===== src/design/hill_splat_heightmap_accumulator_assert.svh =====
// ----------------------------------------------------------------------------
// Hill splat accumulator assertion macros
// Shared concurrent assertion forms, clocked and disabled in reset.
// ----------------------------------------------------------------------------
`ifndef HILL_SPLAT_HEIGHTMAP_ACCUMULATOR_ASSERT_SVH
`define HILL_SPLAT_HEIGHTMAP_ACCUMULATOR_ASSERT_SVH

// same-cycle implication
`define HSHA_ASSERT_IMP(lbl, clk, rst_n, ante, cons, msg) \
  lbl: assert property (@(posedge clk) disable iff (!rst_n) (ante) |-> (cons)) \
    else $error(msg);

// next-cycle implication
`define HSHA_ASSERT_NXT(lbl, clk, rst_n, ante, cons, msg) \
  lbl: assert property (@(posedge clk) disable iff (!rst_n) (ante) |=> (cons)) \
    else $error(msg);

`endif


===== src/design/hsha_pkg.sv =====
// ----------------------------------------------------------------------------
// Hill splat accumulator package
// Field widths, operation codes, controller states and command/status types.
// ----------------------------------------------------------------------------
`default_nettype none

package hsha_pkg;

  // default structural parameters
  localparam int unsigned MAP_SIDE_DEF  = 256;
  localparam int unsigned CELL_BITS_DEF = 40;
  localparam int unsigned FRAC_BITS_DEF = 4;

  // request and response field widths
  localparam int unsigned OP_W       = 2;
  localparam int unsigned CENTER_W   = 14;
  localparam int unsigned RADIUS_W   = 12;
  localparam int unsigned CELL_IDX_W = 8;
  localparam int unsigned HEIGHT_W   = 40;

  // configuration registers
  localparam int unsigned DIM_W     = 9;
  localparam int unsigned CFG_IDX_W = 1;
  localparam logic [DIM_W-1:0]     DIM_RESET      = 9'd256;
  localparam logic [CFG_IDX_W-1:0] CFG_MAP_WIDTH  = 1'd0;
  localparam logic [CFG_IDX_W-1:0] CFG_MAP_HEIGHT = 1'd1;

  typedef enum logic [OP_W-1:0] {
    OP_ADD_HILL  = 2'd0,
    OP_READ_CELL = 2'd1,
    OP_CLEAR_MAP = 2'd2
  } hsha_op_e;

  typedef enum logic [3:0] {
    ST_INIT,
    ST_IDLE,
    ST_DECODE,
    ST_START,
    ST_WALK,
    ST_DRAIN,
    ST_READ,
    ST_RDWAIT,
    ST_CLEAR,
    ST_DONE
  } hsha_state_e;

  // controller to datapath
  typedef struct packed {
    logic load_item;
    logic setup;
    logic walk_start;
    logic walk_step;
    logic sweep_step;
    logic read_issue;
    logic read_capture;
    logic out_load;
  } hsha_cmd_t;

  // datapath to controller
  typedef struct packed {
    hsha_op_e op;
    logic     box_empty;
    logic     walk_last;
    logic     pipe_busy;
    logic     sweep_last;
    logic     read_outside;
  } hsha_sts_t;

endpackage

`default_nettype wire


===== src/design/hsha_ctrl.sv =====
// ----------------------------------------------------------------------------
// Hill splat controller
// Sequences the clearing pass, hill walk, cell read and response hand-off.
// ----------------------------------------------------------------------------
`default_nettype none
`include "hill_splat_heightmap_accumulator_assert.svh"

module hsha_ctrl (
  input  wire logic                clk_i,
  input  wire logic                rst_ni,
  input  wire logic                in_valid_i,
  output      logic                in_ready_o,
  output      logic                out_valid_o,
  input  wire logic                out_ready_i,
  output      hsha_pkg::hsha_cmd_t cmd_o,
  input  wire hsha_pkg::hsha_sts_t sts_i
);

  hsha_pkg::hsha_state_e state_q, state_d;
  logic                  out_valid_q, out_valid_d;

  // next state
  always_comb begin
    state_d = state_q;
    unique case (state_q)
      hsha_pkg::ST_INIT: begin
        if (sts_i.sweep_last) state_d = hsha_pkg::ST_IDLE;
      end
      hsha_pkg::ST_IDLE: begin
        if (in_valid_i) state_d = hsha_pkg::ST_DECODE;
      end
      hsha_pkg::ST_DECODE: begin
        unique case (sts_i.op)
          hsha_pkg::OP_ADD_HILL:  state_d = hsha_pkg::ST_START;
          hsha_pkg::OP_READ_CELL: state_d = hsha_pkg::ST_READ;
          hsha_pkg::OP_CLEAR_MAP: state_d = hsha_pkg::ST_CLEAR;
          default:                state_d = hsha_pkg::ST_DONE;
        endcase
      end
      hsha_pkg::ST_START: begin
        state_d = sts_i.box_empty ? hsha_pkg::ST_DONE : hsha_pkg::ST_WALK;
      end
      hsha_pkg::ST_WALK: begin
        if (sts_i.walk_last) state_d = hsha_pkg::ST_DRAIN;
      end
      hsha_pkg::ST_DRAIN: begin
        if (!sts_i.pipe_busy) state_d = hsha_pkg::ST_DONE;
      end
      hsha_pkg::ST_READ: begin
        state_d = sts_i.read_outside ? hsha_pkg::ST_DONE : hsha_pkg::ST_RDWAIT;
      end
      hsha_pkg::ST_RDWAIT: begin
        state_d = hsha_pkg::ST_DONE;
      end
      hsha_pkg::ST_CLEAR: begin
        if (sts_i.sweep_last) state_d = hsha_pkg::ST_DONE;
      end
      hsha_pkg::ST_DONE: begin
        if (!out_valid_q || out_ready_i) state_d = hsha_pkg::ST_IDLE;
      end
      default: state_d = hsha_pkg::ST_IDLE;
    endcase
  end

  // commands to the datapath
  always_comb begin
    cmd_o      = '0;
    in_ready_o = 1'b0;
    unique case (state_q)
      hsha_pkg::ST_INIT:   cmd_o.sweep_step = 1'b1;
      hsha_pkg::ST_IDLE: begin
        in_ready_o      = 1'b1;
        cmd_o.load_item = in_valid_i;
      end
      hsha_pkg::ST_DECODE: cmd_o.setup = 1'b1;
      hsha_pkg::ST_START:  cmd_o.walk_start = !sts_i.box_empty;
      hsha_pkg::ST_WALK:   cmd_o.walk_step = 1'b1;
      hsha_pkg::ST_DRAIN:  cmd_o = '0;
      hsha_pkg::ST_READ:   cmd_o.read_issue = 1'b1;
      hsha_pkg::ST_RDWAIT: cmd_o.read_capture = 1'b1;
      hsha_pkg::ST_CLEAR:  cmd_o.sweep_step = 1'b1;
      hsha_pkg::ST_DONE:   cmd_o.out_load = !out_valid_q || out_ready_i;
      default:             cmd_o = '0;
    endcase
  end

  // response valid: set on hand-off, dropped once taken
  always_comb begin
    out_valid_d = out_valid_q;
    if (cmd_o.out_load) begin
      out_valid_d = 1'b1;
    end else if (out_ready_i) begin
      out_valid_d = 1'b0;
    end
  end

  always_ff @(posedge clk_i or negedge rst_ni) begin
    if (!rst_ni) begin
      state_q     <= hsha_pkg::ST_INIT;
      out_valid_q <= 1'b0;
    end else begin
      state_q     <= state_d;
      out_valid_q <= out_valid_d;
    end
  end

  assign out_valid_o = out_valid_q;

  `HSHA_ASSERT_NXT(a_accept_decodes, clk_i, rst_ni, in_valid_i && in_ready_o,
                   state_q == hsha_pkg::ST_DECODE, "accepted request not decoded")
  `HSHA_ASSERT_IMP(a_rsp_from_done, clk_i, rst_ni, $rose(out_valid_o),
                   $past(state_q == hsha_pkg::ST_DONE), "response raised outside done")
  `HSHA_ASSERT_IMP(a_walk_box, clk_i, rst_ni, cmd_o.walk_step, !sts_i.box_empty,
                   "walk stepped over an empty box")

endmodule

`default_nettype wire


===== config.mk =====
export PLATFORM = sky130hd
export DESIGN_NAME = hsha_ctrl
export DESIGN_NICKNAME = d
export VERILOG_FILES = /design/src/design/hsha_pkg.sv /design/src/design/hsha_ctrl.sv
export VERILOG_INCLUDE_DIRS = /design/src /design/src/design
export SDC_FILE = /design/constraint.sdc
export NUM_CORES = 1
export LEC_CHECK = 0
export ABC_AREA = 1
export BUFFER_PORTS_ARGS = -buffer_cell sky130_fd_sc_hd__buf_2
export CORE_AREA = 2 2 39 41
export DETAILED_ROUTE_END_ITERATION = 8
export DIE_AREA = 0 0 41 43
export PLACE_DENSITY = 0.76
export SLEW_MARGIN = 30
export SYNTH_ARGS = -nofsm -noshare
export SYNTH_HDL_FRONTEND = slang
export SYNTH_SLANG_ARGS = --single-unit

===== constraint.sdc =====
create_clock -name clk_i -period 3.68 [get_ports clk_i]
set_clock_uncertainty 0.15 [all_clocks]
set_input_delay 0.552 -clock clk_i [delete_from_list [all_inputs] [get_ports clk_i]]
set_output_delay 0.552 -clock clk_i [all_outputs]
set_load 0.01 [all_outputs]

==> impl_metrics.env <==
export IMPL_pin_count=21
export IMPL_hold_viol=0
export IMPL_vias=637
export IMPL_antennaDiodeCount=0
export IMPL_drcViolationCount=0
export IMPL_period_minus_slack_ps=2020
export IMPL_critPathCaptureType="output pin"
export IMPL_vias_per_cell=4.94
export IMPL_ir_drop_mv=0.349
export IMPL_crit_type="reg2out"
export IMPL_finalSetupTns_ps=0
export IMPL_setup_viol=0
export IMPL_fin_ws_ps=1660
export IMPL_synth_seq_cells=5
export IMPL_h_tree_depth=1
export IMPL_die_w_um=41
export IMPL_clockRootBuffer="clkbuf_4"
export IMPL_rsz0062_at_grt="no"
export IMPL_status="finished clean"
export IMPL_cts_setup_buffers=0
export IMPL_yosysUniqueCellTypes=18
export IMPL_first_pass_iters=4
export IMPL_core_mm2=0.00138
export IMPL_synth_most_common_cell="nand2_1"
export IMPL_rr_worst_depth=6
export IMPL_drv_slew=0
export IMPL_grt_ovfl_total=0
export IMPL_cts_tree="built"
export IMPL_min_to="out_valid_o"
export IMPL_grt_pass1_wl_mm=2.11
export IMPL_dp_slack_ps=1920
export IMPL_dieArea_mm2=0.00176
export IMPL_syn_inst=89
export IMPL_ant_nets=0
export IMPL_synth_top_area_cell="dfrtp_1"
export IMPL_fillCellCount=144
export IMPL_syn_avg_cell_area_um2=6.19
export IMPL_p_leak_nw=0.456
export IMPL_cap_violations=0
export IMPL_drt_initial_drc_count=17
export IMPL_grt_pass1_vias=563
export IMPL_yosysSeqAreaShare_pct=22.7
export IMPL_worstMarginPinSlew_ps=308
export IMPL_hold_path_class="in2reg"
export IMPL_insertion_delay_ps=250
export IMPL_regToRegStartpoint="state_q[2]"
export IMPL_synth_edff_count=0
export IMPL_cts_sinks=5
export IMPL_ys_top_cells_by_count="nand2_1, inv_1, nor2_1"
export IMPL_dp_cells=124
export IMPL_clockBufferDepth=2
export IMPL_period_share_pct=54.9
export IMPL_syn_nets=104
export IMPL_placementRows=14
export IMPL_clkSlewWorstSetupHoldPaths_ps=40
export IMPL_netlist_area_um2=551
export IMPL_cts_inserted_buffers=3
export IMPL_finish_instance_area_um2=699
export IMPL_grt_max_degree=9
export IMPL_crit_fanout=8
export IMPL_grt_util_all_layers_pct=17.4
export IMPL_async_flop_share_pct=100
export IMPL_holdPathStages=2
export IMPL_final_util_pct=50.5
export IMPL_final_cells=129
export IMPL_max_freq_mhz=495
export IMPL_place_congestion=0.828
export IMPL_register_area_um2=125
export IMPL_r2r_end="state_q[2]"
export IMPL_synthTopCellsByArea="dfrtp_1, nand2_1, inv_1, ha_1, nand3_1"
export IMPL_netlist_area_leader_share_pct=22.7
export IMPL_start_kind="register"
export IMPL_dpl_hpwl_mm=1.03
export IMPL_place_area_um2=663
export IMPL_slew_headroom_pct=79.4
export IMPL_antenna_found_initial=0
export IMPL_portBuffers=20
export IMPL_die_h_um=43
export IMPL_wirelength_mm=1.24
export IMPL_worstPathRequired_ps=2980
export IMPL_ys_warnings_count=0
export IMPL_area_growth_pct=27.0
export IMPL_drive_gt1_share_pct=29.2
export IMPL_ys_flop_type="dfrtp_1"
export IMPL_wl_per_cell_um=9.60
export IMPL_initial_utilization_pct=39.8
export IMPL_hp_start="out_ready_i"
export IMPL_power_density_mw_per_mm2=698
export IMPL_multi_input_area_um2=350
export IMPL_arrival_ps=1320
export IMPL_fin_nets=129
export IMPL_r2r_slack_ps=2260
## worst max-delay path: stages, from the launching register on
cell and delay [ps]:
dfrtp_1 440, nor2_2 280, nand2_1 120, nor2_1 90, buf_2 130
## cell usage in the layout, fill, tap and decap left out, drive strengths merged
cell / Yosys / layout
buf: 1 / 20
nand2: 20 / 20
inv: 18 / 18
nor2: 17 / 17
nand3: 11 / 11
dfrtp: 5 / 5
o21ai: 5 / 5
ha: 4 / 4
clkbuf: 0 / 4
nand3b: 2 / 2
nand4: 2 / 2
o21bai: 2 / 2
nor3: 1 / 1
nor2b: 1 / 1
dlygate4sd3: 0 / 1
## kinds of logic after synthesis
logic type	count (synthesis)	share of synthesized area [%]
simple gates	54	47.3
buf+inv	19	13.6
compound gates	7	7.27
flops	5	22.7
fa+ha+maj	4	9.09
## power by group
part | switching, mW | internal [mW]
Clock | 0.0248 | 0.0411
Combinational | 0.198 | 0.115
Sequential | 0.0300 | 0.0790
## timing repair
item | in CTS | in global routing
endpoints found under the hold margin | 5 | 0
hold buffers | 1 | 0
endpoints found under the setup margin | 0 | 0
gates resized for setup | 0 | 0
## metrics by stage
stage	hold WS (ps)	total power, mW
2_1_floorplan	106	0.340
3_3_place_gp	224	0.420
3_5_place_dp	228	0.423
4_1_cts	362	0.491
5_1_grt	370	0.542
6_report	359	0.488
## worst max-delay path by stage
stage	from	end	slack, ps	depth (start not counted)
global route	state_q[2]	cmd_o[7]	1550	4
global placement	state_q[2]	cmd_o[5]	1950	4
detailed placement	state_q[3]	cmd_o[7]	1920	4
finish	state_q[2]	cmd_o[7]	1660	4
CTS	state_q[2]	cmd_o[7]	1650	4
floorplan	state_q[3]	cmd_o[7]	2070	3
## area by class of cell
| type | count | area share [%] |
|---|---|---|
| inverters | 18 | 9.66 |
| repair buffers | 21 | 15.7 |
| well taps | 16 | 2.86 |
| multi-input cells | 65 | 50.1 |
| flip-flops and latches | 5 | 17.9 |
| clock buffers | 4 | 3.76 |
## flip-flops by register name, summed over array words and instances (netlist names)
name / flops
state_q: 4
out_valid_o: 1
## metal layers
metal,GRT usage (%),vias up,part of all wire [%]
met2,27.5,22,47
met1,20.8,284,44
met3,3.14,5,6.3
li1,-,326,-
met5,0,-,0
met4,10.0,0,2.8
Power figures use the tool's default switching activity.
