## src/design/hill_splat_heightmap_accumulator_assert.svh

```systemverilog
// ----------------------------------------------------------------------------
// Hill splat accumulator assertion macros
// Shared concurrent assertion forms, clocked and disabled in reset.
// ----------------------------------------------------------------------------
`ifndef HILL_SPLAT_HEIGHTMAP_ACCUMULATOR_ASSERT_SVH
`define HILL_SPLAT_HEIGHTMAP_ACCUMULATOR_ASSERT_SVH

// same-cycle implication
`define HSHA_ASSERT_IMP(lbl, clk, rst_n, ante, cons, msg) \
  lbl: assert property (@(posedge clk) disable iff (!rst_n) (ante) |-> (cons)) \
    else $error(msg);

// next-cycle implication
`define HSHA_ASSERT_NXT(lbl, clk, rst_n, ante, cons, msg) \
  lbl: assert property (@(posedge clk) disable iff (!rst_n) (ante) |=> (cons)) \
    else $error(msg);

`endif

```

## src/design/hsha_pkg.sv

```systemverilog
// ----------------------------------------------------------------------------
// Hill splat accumulator package
// Field widths, operation codes, controller states and command/status types.
// ----------------------------------------------------------------------------
`default_nettype none

package hsha_pkg;

  // default structural parameters
  localparam int unsigned MAP_SIDE_DEF  = 256;
  localparam int unsigned CELL_BITS_DEF = 40;
  localparam int unsigned FRAC_BITS_DEF = 4;

  // request and response field widths
  localparam int unsigned OP_W       = 2;
  localparam int unsigned CENTER_W   = 14;
  localparam int unsigned RADIUS_W   = 12;
  localparam int unsigned CELL_IDX_W = 8;
  localparam int unsigned HEIGHT_W   = 40;

  // configuration registers
  localparam int unsigned DIM_W     = 9;
  localparam int unsigned CFG_IDX_W = 1;
  localparam logic [DIM_W-1:0]     DIM_RESET      = 9'd256;
  localparam logic [CFG_IDX_W-1:0] CFG_MAP_WIDTH  = 1'd0;
  localparam logic [CFG_IDX_W-1:0] CFG_MAP_HEIGHT = 1'd1;

  typedef enum logic [OP_W-1:0] {
    OP_ADD_HILL  = 2'd0,
    OP_READ_CELL = 2'd1,
    OP_CLEAR_MAP = 2'd2
  } hsha_op_e;

  typedef enum logic [3:0] {
    ST_INIT,
    ST_IDLE,
    ST_DECODE,
    ST_START,
    ST_WALK,
    ST_DRAIN,
    ST_READ,
    ST_RDWAIT,
    ST_CLEAR,
    ST_DONE
  } hsha_state_e;

  // controller to datapath
  typedef struct packed {
    logic load_item;
    logic setup;
    logic walk_start;
    logic walk_step;
    logic sweep_step;
    logic read_issue;
    logic read_capture;
    logic out_load;
  } hsha_cmd_t;

  // datapath to controller
  typedef struct packed {
    hsha_op_e op;
    logic     box_empty;
    logic     walk_last;
    logic     pipe_busy;
    logic     sweep_last;
    logic     read_outside;
  } hsha_sts_t;

endpackage

`default_nettype wire

```

## src/design/hsha_dp.sv

```systemverilog
// ----------------------------------------------------------------------------
// Hill splat datapath
// Request capture, box set-up, four-stage cell update pipeline, sweeps, result.
// ----------------------------------------------------------------------------
`default_nettype none
`include "hill_splat_heightmap_accumulator_assert.svh"

module hsha_dp #(
  parameter int unsigned MAP_SIDE  = hsha_pkg::MAP_SIDE_DEF,
  parameter int unsigned CELL_BITS = hsha_pkg::CELL_BITS_DEF,
  parameter int unsigned FRAC_BITS = hsha_pkg::FRAC_BITS_DEF
) (
  input  wire logic                                   clk_i,
  input  wire logic                                   rst_ni,
  input  wire hsha_pkg::hsha_cmd_t                    cmd_i,
  output      hsha_pkg::hsha_sts_t                    sts_o,
  // configuration
  input  wire logic                                   cfg_we_i,
  input  wire logic        [hsha_pkg::CFG_IDX_W-1:0]  cfg_idx_i,
  input  wire logic        [hsha_pkg::DIM_W-1:0]      cfg_wdata_i,
  // request payload
  input  wire logic        [hsha_pkg::OP_W-1:0]       operation_i,
  input  wire logic signed [hsha_pkg::CENTER_W-1:0]   center_x_i,
  input  wire logic signed [hsha_pkg::CENTER_W-1:0]   center_y_i,
  input  wire logic        [hsha_pkg::RADIUS_W-1:0]   hill_radius_i,
  input  wire logic        [hsha_pkg::CELL_IDX_W-1:0] cell_col_i,
  input  wire logic        [hsha_pkg::CELL_IDX_W-1:0] cell_row_i,
  // response payload
  output      logic        [hsha_pkg::HEIGHT_W-1:0]   cell_height_o,
  output      logic                                   op_status_o,
  // height store
  output      logic                                   ram_we_o,
  output      logic [$clog2(MAP_SIDE*MAP_SIDE)-1:0]   ram_waddr_o,
  output      logic [CELL_BITS-1:0]                   ram_wdata_o,
  output      logic                                   ram_re_o,
  output      logic [$clog2(MAP_SIDE*MAP_SIDE)-1:0]   ram_raddr_o,
  input  wire logic [CELL_BITS-1:0]                   ram_rdata_i
);

  localparam int unsigned DEPTH    = MAP_SIDE * MAP_SIDE;
  localparam int unsigned ADDR_W   = $clog2(DEPTH);
  localparam int unsigned COORD_W  = $clog2(MAP_SIDE + 1);
  localparam int unsigned POS_W    = COORD_W + FRAC_BITS;
  localparam int unsigned CENTER_W = hsha_pkg::CENTER_W;
  localparam int unsigned RADIUS_W = hsha_pkg::RADIUS_W;
  localparam int unsigned OFF_W    = ((POS_W > CENTER_W) ? POS_W : CENTER_W) + 2;
  localparam int unsigned SQ_W     = 2 * OFF_W;
  localparam int unsigned R2_W     = 2 * RADIUS_W;
  localparam int unsigned V_W      = ((SQ_W > R2_W) ? SQ_W : R2_W) + 2;
  localparam int unsigned BOX_W    = CENTER_W + 2;
  localparam logic signed [BOX_W-1:0] ONE_FX = BOX_W'(1) <<< FRAC_BITS;
  localparam logic [CELL_BITS-1:0]    CELL_MAX = '1;

  // configuration registers
  logic [hsha_pkg::DIM_W-1:0] map_width_q, map_height_q;

  // request registers
  hsha_pkg::hsha_op_e                     op_q;
  logic signed [CENTER_W-1:0]             cx_q, cy_q;
  logic        [RADIUS_W-1:0]             rad_q;
  logic        [hsha_pkg::CELL_IDX_W-1:0] rd_col_q, rd_row_q;

  // box and walk counters
  logic [COORD_W-1:0] lo_x_q, hi_x_q, lo_y_q, hi_y_q;
  logic [COORD_W-1:0] wcol_q, wrow_q;
  logic               box_empty_q;
  logic [R2_W-1:0]    r2_q;

  // pipeline
  logic                    s1_valid_q, s2_valid_q, s3_valid_q;
  logic signed [OFF_W-1:0] s1_dx_q, s1_dy_q;
  logic [ADDR_W-1:0]       s1_addr_q, s2_addr_q, s3_addr_q;
  logic [SQ_W-1:0]         s2_dx2_q, s2_dy2_q;
  logic [R2_W-1:0]         s3_v_q;
  logic                    s3_pos_q;

  // sweep, result and response registers
  logic [ADDR_W-1:0]             sweep_q;
  logic [hsha_pkg::HEIGHT_W-1:0] res_height_q, out_height_q;
  logic                          res_status_q, out_status_q;

  // effective map size
  logic [COORD_W-1:0] eff_w, eff_h;
  assign eff_w = (32'(map_width_q) > MAP_SIDE) ? COORD_W'(MAP_SIDE) : COORD_W'(map_width_q);
  assign eff_h = (32'(map_height_q) > MAP_SIDE) ? COORD_W'(MAP_SIDE) : COORD_W'(map_height_q);

  // clipped box per axis
  logic signed [BOX_W-1:0] cxe, cye, rade, size_w, size_h;
  logic signed [BOX_W-1:0] ax, bx, ay, by, lo_x, hi_x, lo_y, hi_y;
  assign cxe    = BOX_W'(cx_q);
  assign cye    = BOX_W'(cy_q);
  assign rade   = $signed(BOX_W'(rad_q));
  assign size_w = $signed(BOX_W'(eff_w));
  assign size_h = $signed(BOX_W'(eff_h));
  assign ax     = (cxe - rade - ONE_FX) >>> FRAC_BITS;
  assign bx     = (cxe + rade + ONE_FX) >>> FRAC_BITS;
  assign ay     = (cye - rade - ONE_FX) >>> FRAC_BITS;
  assign by     = (cye + rade + ONE_FX) >>> FRAC_BITS;
  assign lo_x   = (ax < 0) ? '0 : ax;
  assign hi_x   = (bx > size_w) ? size_w : bx;
  assign lo_y   = (ay < 0) ? '0 : ay;
  assign hi_y   = (by > size_h) ? size_h : by;

  // walk order: columns inner, rows outer
  logic col_last;
  assign col_last = (wcol_q == hi_x_q - 1'b1);

  // stage 0 offsets and address
  logic signed [OFF_W-1:0] dx0, dy0;
  logic [ADDR_W-1:0]       addr0;
  assign dx0   = OFF_W'(cx_q) - $signed(OFF_W'(wcol_q) << FRAC_BITS);
  assign dy0   = OFF_W'(cy_q) - $signed(OFF_W'(wrow_q) << FRAC_BITS);
  assign addr0 = ADDR_W'(32'(wrow_q) * MAP_SIDE + 32'(wcol_q));

  // stage 1 squares
  logic signed [SQ_W-1:0] dx2, dy2;
  assign dx2 = SQ_W'(s1_dx_q) * SQ_W'(s1_dx_q);
  assign dy2 = SQ_W'(s1_dy_q) * SQ_W'(s1_dy_q);

  // stage 2 hill value
  logic signed [V_W-1:0] v2;
  assign v2 = $signed(V_W'(r2_q)) - $signed(V_W'(s2_dx2_q)) - $signed(V_W'(s2_dy2_q));

  // stage 3 saturating add
  logic [CELL_BITS:0]    sum3;
  logic [CELL_BITS-1:0]  upd3;
  assign sum3 = {1'b0, ram_rdata_i} + (CELL_BITS+1)'(s3_v_q);
  assign upd3 = sum3[CELL_BITS] ? CELL_MAX : sum3[CELL_BITS-1:0];

  // read request address and range check
  logic              read_outside;
  logic [ADDR_W-1:0] rd_addr;
  assign read_outside = (32'(rd_col_q) >= 32'(eff_w)) || (32'(rd_row_q) >= 32'(eff_h));
  assign rd_addr      = ADDR_W'(32'(rd_row_q) * MAP_SIDE + 32'(rd_col_q));

  // store port selection
  always_comb begin
    ram_we_o    = 1'b0;
    ram_waddr_o = s3_addr_q;
    ram_wdata_o = upd3;
    if (cmd_i.sweep_step) begin
      ram_we_o    = 1'b1;
      ram_waddr_o = sweep_q;
      ram_wdata_o = '0;
    end else if (s3_valid_q && s3_pos_q) begin
      ram_we_o = 1'b1;
    end
    ram_re_o    = s2_valid_q || (cmd_i.read_issue && !read_outside);
    ram_raddr_o = s2_valid_q ? s2_addr_q : rd_addr;
  end

  // control registers
  always_ff @(posedge clk_i or negedge rst_ni) begin
    if (!rst_ni) begin
      map_width_q  <= hsha_pkg::DIM_RESET;
      map_height_q <= hsha_pkg::DIM_RESET;
      s1_valid_q   <= 1'b0;
      s2_valid_q   <= 1'b0;
      s3_valid_q   <= 1'b0;
      sweep_q      <= '0;
    end else begin
      if (cfg_we_i && cfg_idx_i == hsha_pkg::CFG_MAP_WIDTH) begin
        map_width_q <= cfg_wdata_i;
      end
      if (cfg_we_i && cfg_idx_i == hsha_pkg::CFG_MAP_HEIGHT) begin
        map_height_q <= cfg_wdata_i;
      end
      s1_valid_q <= cmd_i.walk_step;
      s2_valid_q <= s1_valid_q;
      s3_valid_q <= s2_valid_q;
      if (cmd_i.sweep_step) begin
        sweep_q <= (sweep_q == ADDR_W'(DEPTH - 1)) ? '0 : sweep_q + 1'b1;
      end
    end
  end

  // payload registers
  always_ff @(posedge clk_i) begin
    if (cmd_i.load_item) begin
      op_q         <= hsha_pkg::hsha_op_e'(operation_i);
      cx_q         <= center_x_i;
      cy_q         <= center_y_i;
      rad_q        <= hill_radius_i;
      rd_col_q     <= cell_col_i;
      rd_row_q     <= cell_row_i;
      res_height_q <= '0;
      res_status_q <= 1'b0;
    end
    if (cmd_i.setup) begin
      lo_x_q      <= lo_x[COORD_W-1:0];
      hi_x_q      <= hi_x[COORD_W-1:0];
      lo_y_q      <= lo_y[COORD_W-1:0];
      hi_y_q      <= hi_y[COORD_W-1:0];
      box_empty_q <= (lo_x >= hi_x) || (lo_y >= hi_y);
      r2_q        <= R2_W'(rad_q) * R2_W'(rad_q);
    end
    if (cmd_i.walk_start) begin
      wcol_q <= lo_x_q;
      wrow_q <= lo_y_q;
    end else if (cmd_i.walk_step) begin
      wcol_q <= col_last ? lo_x_q : wcol_q + 1'b1;
      wrow_q <= col_last ? wrow_q + 1'b1 : wrow_q;
    end
    // update pipeline
    s1_dx_q   <= dx0;
    s1_dy_q   <= dy0;
    s1_addr_q <= addr0;
    s2_dx2_q  <= dx2;
    s2_dy2_q  <= dy2;
    s2_addr_q <= s1_addr_q;
    s3_v_q    <= v2[R2_W-1:0];
    s3_pos_q  <= (v2 > 0);
    s3_addr_q <= s2_addr_q;
    // result
    if (cmd_i.read_issue) begin
      res_status_q <= read_outside;
    end
    if (cmd_i.read_capture) begin
      res_height_q <= hsha_pkg::HEIGHT_W'(ram_rdata_i);
    end
    if (cmd_i.out_load) begin
      out_height_q <= res_height_q;
      out_status_q <= res_status_q;
    end
  end

  assign sts_o.op           = op_q;
  assign sts_o.box_empty    = box_empty_q;
  assign sts_o.walk_last    = col_last && (wrow_q == hi_y_q - 1'b1);
  assign sts_o.pipe_busy    = s1_valid_q || s2_valid_q || s3_valid_q;
  assign sts_o.sweep_last   = (sweep_q == ADDR_W'(DEPTH - 1));
  assign sts_o.read_outside = read_outside;

  assign cell_height_o = out_height_q;
  assign op_status_o   = out_status_q;

  `HSHA_ASSERT_IMP(a_hill_no_decrease, clk_i, rst_ni, s3_valid_q && s3_pos_q,
                   ram_wdata_o >= ram_rdata_i, "hill update lowered a cell")

endmodule

`default_nettype wire
```

## config.mk

```make
export PLATFORM = sky130hd
export DESIGN_NAME = hsha_dp
export DESIGN_NICKNAME = d
export VERILOG_FILES = /design/src/design/hsha_pkg.sv /design/src/design/hsha_dp.sv
export VERILOG_INCLUDE_DIRS = /design/src /design/src/design
export SDC_FILE = /design/constraint.sdc
export NUM_CORES = 2
export LEC_CHECK = 0
export BUFFER_PORTS_ARGS = -buffer_cell sky130_fd_sc_hd__buf_2
export CAP_MARGIN = 25
export CORE_UTILIZATION = 55
export DETAILED_ROUTE_END_ITERATION = 7
export PLACE_DENSITY = 0.79
export SLEW_MARGIN = 20
export SYNTH_ARGS = -nofsm -noshare
export SYNTH_HDL_FRONTEND = slang
export SYNTH_SLANG_ARGS = --single-unit
```

## constraint.sdc

```tcl
create_clock -name clk_i -period 20.2 [get_ports clk_i]
set_input_delay 3.03 -clock clk_i [delete_from_list [all_inputs] [get_ports clk_i]]
set_output_delay 3.03 -clock clk_i [all_outputs]
set_load 0.02 [all_outputs]
```

==> results.md <==
STA:
- Summed over all failing endpoints, the final setup total negative slack is 0 ns.
- For the pin with the worst max-slew slack, the measured transition is approximately 0.96 ns.
- The clock skew after layout is 0.03236 ns.
- The count of endpoints failing hold in the final timing report is 0.
- The post-route clock period utilization is a little under half.
- Timing would allow up to 103.9 MHz.
- The number of slew-limit violations in the final report came to 0.
- The final number of setup-violating endpoints is 0.
- The worst path meets setup with roughly 11 ns of slack.
- The worst slew slack as a fraction of its limit is between 30% and 40%.
- The worst path in the final design needs a cycle of 9.629 ns, including I/O delays and setup.
- Setup repair after global routing left no endpoint under its margin.

Worst setup path:
- In this run the worst path has a maximum fanout of 34.
- The element type at the critical path end is an output pin.
- The data arrival time of the critical path is ~6.6 ns.
- The start-to-end type of the worst setup path is in -> out.
- The data required time at the worst endpoint is roughly 17 ns.
- STA classifies the critical path startpoint as an input pin.

Global route:
- The number of antenna violations at the first check in global routing is 12.
- The wire length of the first global-routing pass is 148900 um.
- The overflow left after global routing is 0.
- The number of global-route vias before repair is about 30k.
- Global routing consumed, over all layers together, between 20% and 30% of the routing resources.
- Entering global routing, the biggest net connects between 60 and 70 pins.

Clock network:
- The H-tree generated during clock tree synthesis spans 2 levels.
- Buffers added to address setup during post-CTS repair amount to 0.
- The tree is rooted in a sky130_fd_sc_hd__clkbuf_16.
- The number of resized instances in the post-cts repair step is 0.
- The number of clock sinks seen by CTS is ~420.
- In this run, CTS created clock tree buffers numbering 46.
- The later pin in the worst-skew pair is clocked with a latency of 0.60 ns.
- After clock tree synthesis, the clock-pin slew on the worst setup and hold paths is approximately 0.06 ns.
- Hold repair after CTS inserted 0 buffers.
- The clock tree buffer depth is 3.
- The clock tree from TritonCTS is built.

Place:
- The standard cell area after detailed placement is 43120 um2.
- Port buffering added 240 buffers.
- The cell count after placement is between 5k and 6k.
- Routability-driven placement finished with a final weighted congestion of 0.9032.
- The worst slack at placement is about 10 ns.
- The placed wire-length estimate after detailed placement is 73750 um.

Layout:
- The finished layout holds between 5k and 6k standard cells, fillers aside.
- The library cell used most frequently in the layout, excluding fill and tap cells, is sky130_fd_sc_hd__inv_1.
- The area added between synthesis and finish is 9.111%.
- Fill cells in the final layout number slightly below 6k.
- In the layout the commonest cells are sky130_fd_sc_hd__inv_1 (767), sky130_fd_sc_hd__fa_1 (482), sky130_fd_sc_hd__ha_1 (473).
- Summing all non-filler instances in the final layout gives an area of between 40000 and 50000 um2.
- In the final layout, the share of cells above drive strength 1 is between 9 and 10%.
- The number of nets in the layout is between 5k and 6k.

Floorplanning:
- The floorplan step defined a core boundary enclosing ~73000 um2.
- The chip width is 274.8 um.
- In this run the count of I/O pins placed on the die edge is around 240.
- Measured along the y axis, the die boundary spans between 200 and 300 um.
- The total die area is 75500 um2.
- The initial utilization of the core area, before any placement, comes to 55.81%.
- The site row count is approximately 100.

Flow run:
- The tool flagged a number of max-cap violations equal to 0.

Route:
- Wires add up to about 90000 um.
- In this run the remaining antenna-violating nets after routing total 0.
- The total DRC errors in the routed layout is 60.
- The detailed router's first-iteration violation count is around 1.5k.
- After detailed routing, the number of vias per cell comes to between 5 and 6.
- The routed via count is about 28k.
- The wire length per cell is around 17 um.
- The first detailed-routing pass ran for 8 iterations.

Synthesis:
- Yosys attributes the largest share of cell area to sky130_fd_sc_hd__fa_1 (24%), sky130_fd_sc_hd__edfxtp_1 (16%), sky130_fd_sc_hd__ha_1 (14%).
- The dominant register cell in the synthesized netlist is sky130_fd_sc_hd__edfxtp_1.
- The synthesized design contains between 400 and 500 register bits.
- The cell count after synthesis came out at 4049.
- In the synthesized netlist the async set-or-reset flop fraction comes to 8.894%.
- Yosys printed 0 warnings.
- The fraction of the yosys area taken by sequential cells is 26.14%.
- The synthesized design contains roughly 220 enable-type register cells.
- The synthesized design spends more area on one cell type than any other, namely sky130_fd_sc_hd__fa_1.
- The fraction of synthesized cell area taken by the top area cell type is a little under a quarter.
- The mean area per synthesized cell is a little over 10 um2.
- The cell area that synthesis handed to floorplanning was roughly 40000 um2.
- The number of distinct library cell variants in the gate-level netlist after synthesis is 77.

Min path:
- The type of the worst min-delay path is reg -> reg.

Outcome:
- The final reports fail on DRC.
- The run finished, with violations left.
==> worst max-delay path: stages <==
cell and delay [ns]:
sky130_fd_sc_hd__buf_2 0.10, sky130_fd_sc_hd__ha_1 0.17, sky130_fd_sc_hd__inv_1 0.05, sky130_fd_sc_hd__fa_1 0.40, sky130_fd_sc_hd__nor2b_1 0.13, sky130_fd_sc_hd__o21a_1 0.14
sky130_fd_sc_hd__o21ai_0 0.10, sky130_fd_sc_hd__a21oi_1 0.33, sky130_fd_sc_hd__a21oi_1 0.20, sky130_fd_sc_hd__a31oi_1 0.37, sky130_fd_sc_hd__o41ai_2 0.20, sky130_fd_sc_hd__or3_2 0.82
sky130_fd_sc_hd__a311oi_1 0.35, sky130_fd_sc_hd__buf_2 0.21
==> registers in the layout, indices dropped and copies added (netlist names), 15 cells and up <==
name           count
res_height_q      40
r2_q              23
s3_v_q            24
s2_dy2_q          29
s2_addr_q         16
s3_addr_q         16
sweep_q           16
s1_dy_q           15
s1_addr_q         16
cell_height_o     40
s2_dx2_q          29
s1_dx_q           15
==> kinds of logic after synthesis <==
logic type | count (synthesis) | share of synthesized area (%)
AOI/OAI and AO/OA | 531 | 8.154
xor gates and xnor gates | 264 | 5.650
adders and majority gates | 957 | 38.09
buffers and inverters | 845 | 7.769
DFF | 416 | 26.14
muxes | 93 | 2.489
other | 1 | 0.009164
and+or+nand+nor | 942 | 11.70
==> synth_stat cells (83+ instances only) <==
library cell / number
sky130_fd_sc_hd__inv_1: 767
sky130_fd_sc_hd__fa_1: 482
sky130_fd_sc_hd__ha_1: 473
sky130_fd_sc_hd__nand2_1: 225
sky130_fd_sc_hd__edfxtp_1: 218
sky130_fd_sc_hd__a21oi_1: 199
sky130_fd_sc_hd__nor2_1: 197
sky130_fd_sc_hd__and2_1: 195
sky130_fd_sc_hd__xnor2_1: 180
sky130_fd_sc_hd__dfxtp_1: 161
sky130_fd_sc_hd__o21ai_0: 90
sky130_fd_sc_hd__xor2_1: 84
sky130_fd_sc_hd__a21o_1: 83
==> metrics by stage <==
step	util (%)	hold slack, ns
6_report	60.89	0.3238
5_1_grt	60.88	0.3296
4_1_cts	60.86	0.3252
3_5_place_dp	58.80	0.3121
3_3_place_gp	58.79	0.3144
2_1_floorplan	-	0.3096
==> path summary, 6_finish.rpt <==
| kind | startpoint | end | slack (ns) | depth (start not counted) |
|---|---|---|---|---|
| max in group asynchronous | rst_ni | sweep_q[9] | 17.15 | 1 |
| hold / removal | s1_addr_q[6] | s2_addr_q[6] | 0.32 | 0 |
| setup / recovery | ram_rdata_i[0] | ram_wdata_o[35] | 10.57 | 14 |
| min in group asynchronous | rst_ni | s1_valid_q | 2.53 | 1 |
| hold reg to reg | s1_addr_q[6] | s2_addr_q[6] | 0.32 | 0 |
| setup reg to reg | rad_q[2] | box_empty_q | 12.27 | 33 |
==> cell type report <==
class	instances	area, um2	share of cell area (%)
inverters	769	2887	6.465
flip-flops and latches	416	10700	23.96
repair buffers	251	1286	2.881
multi-input cells	2791	27070	60.62
well taps	959	1200	2.687
clock buffers	62	1272	2.850
diodes	4	10.01	0.02242
clock inverters	23	232.7	0.5212
==> routing by layer <==
metal / up-vias / global-route usage [%] / part of all wire, %
li1: 13580 / - / -
met1: 13850 / 31.25 / 42
met2: 853 / 43.44 / 49
met3: 176 / 3.666 / 6.1
met4: 16 / 7.982 / 2.9
met5: - / 0 / 0.091
Power is left out: the tool's default activity adds up to more than one toggle a clock period on the data nets, which glitch-free logic cannot reach.
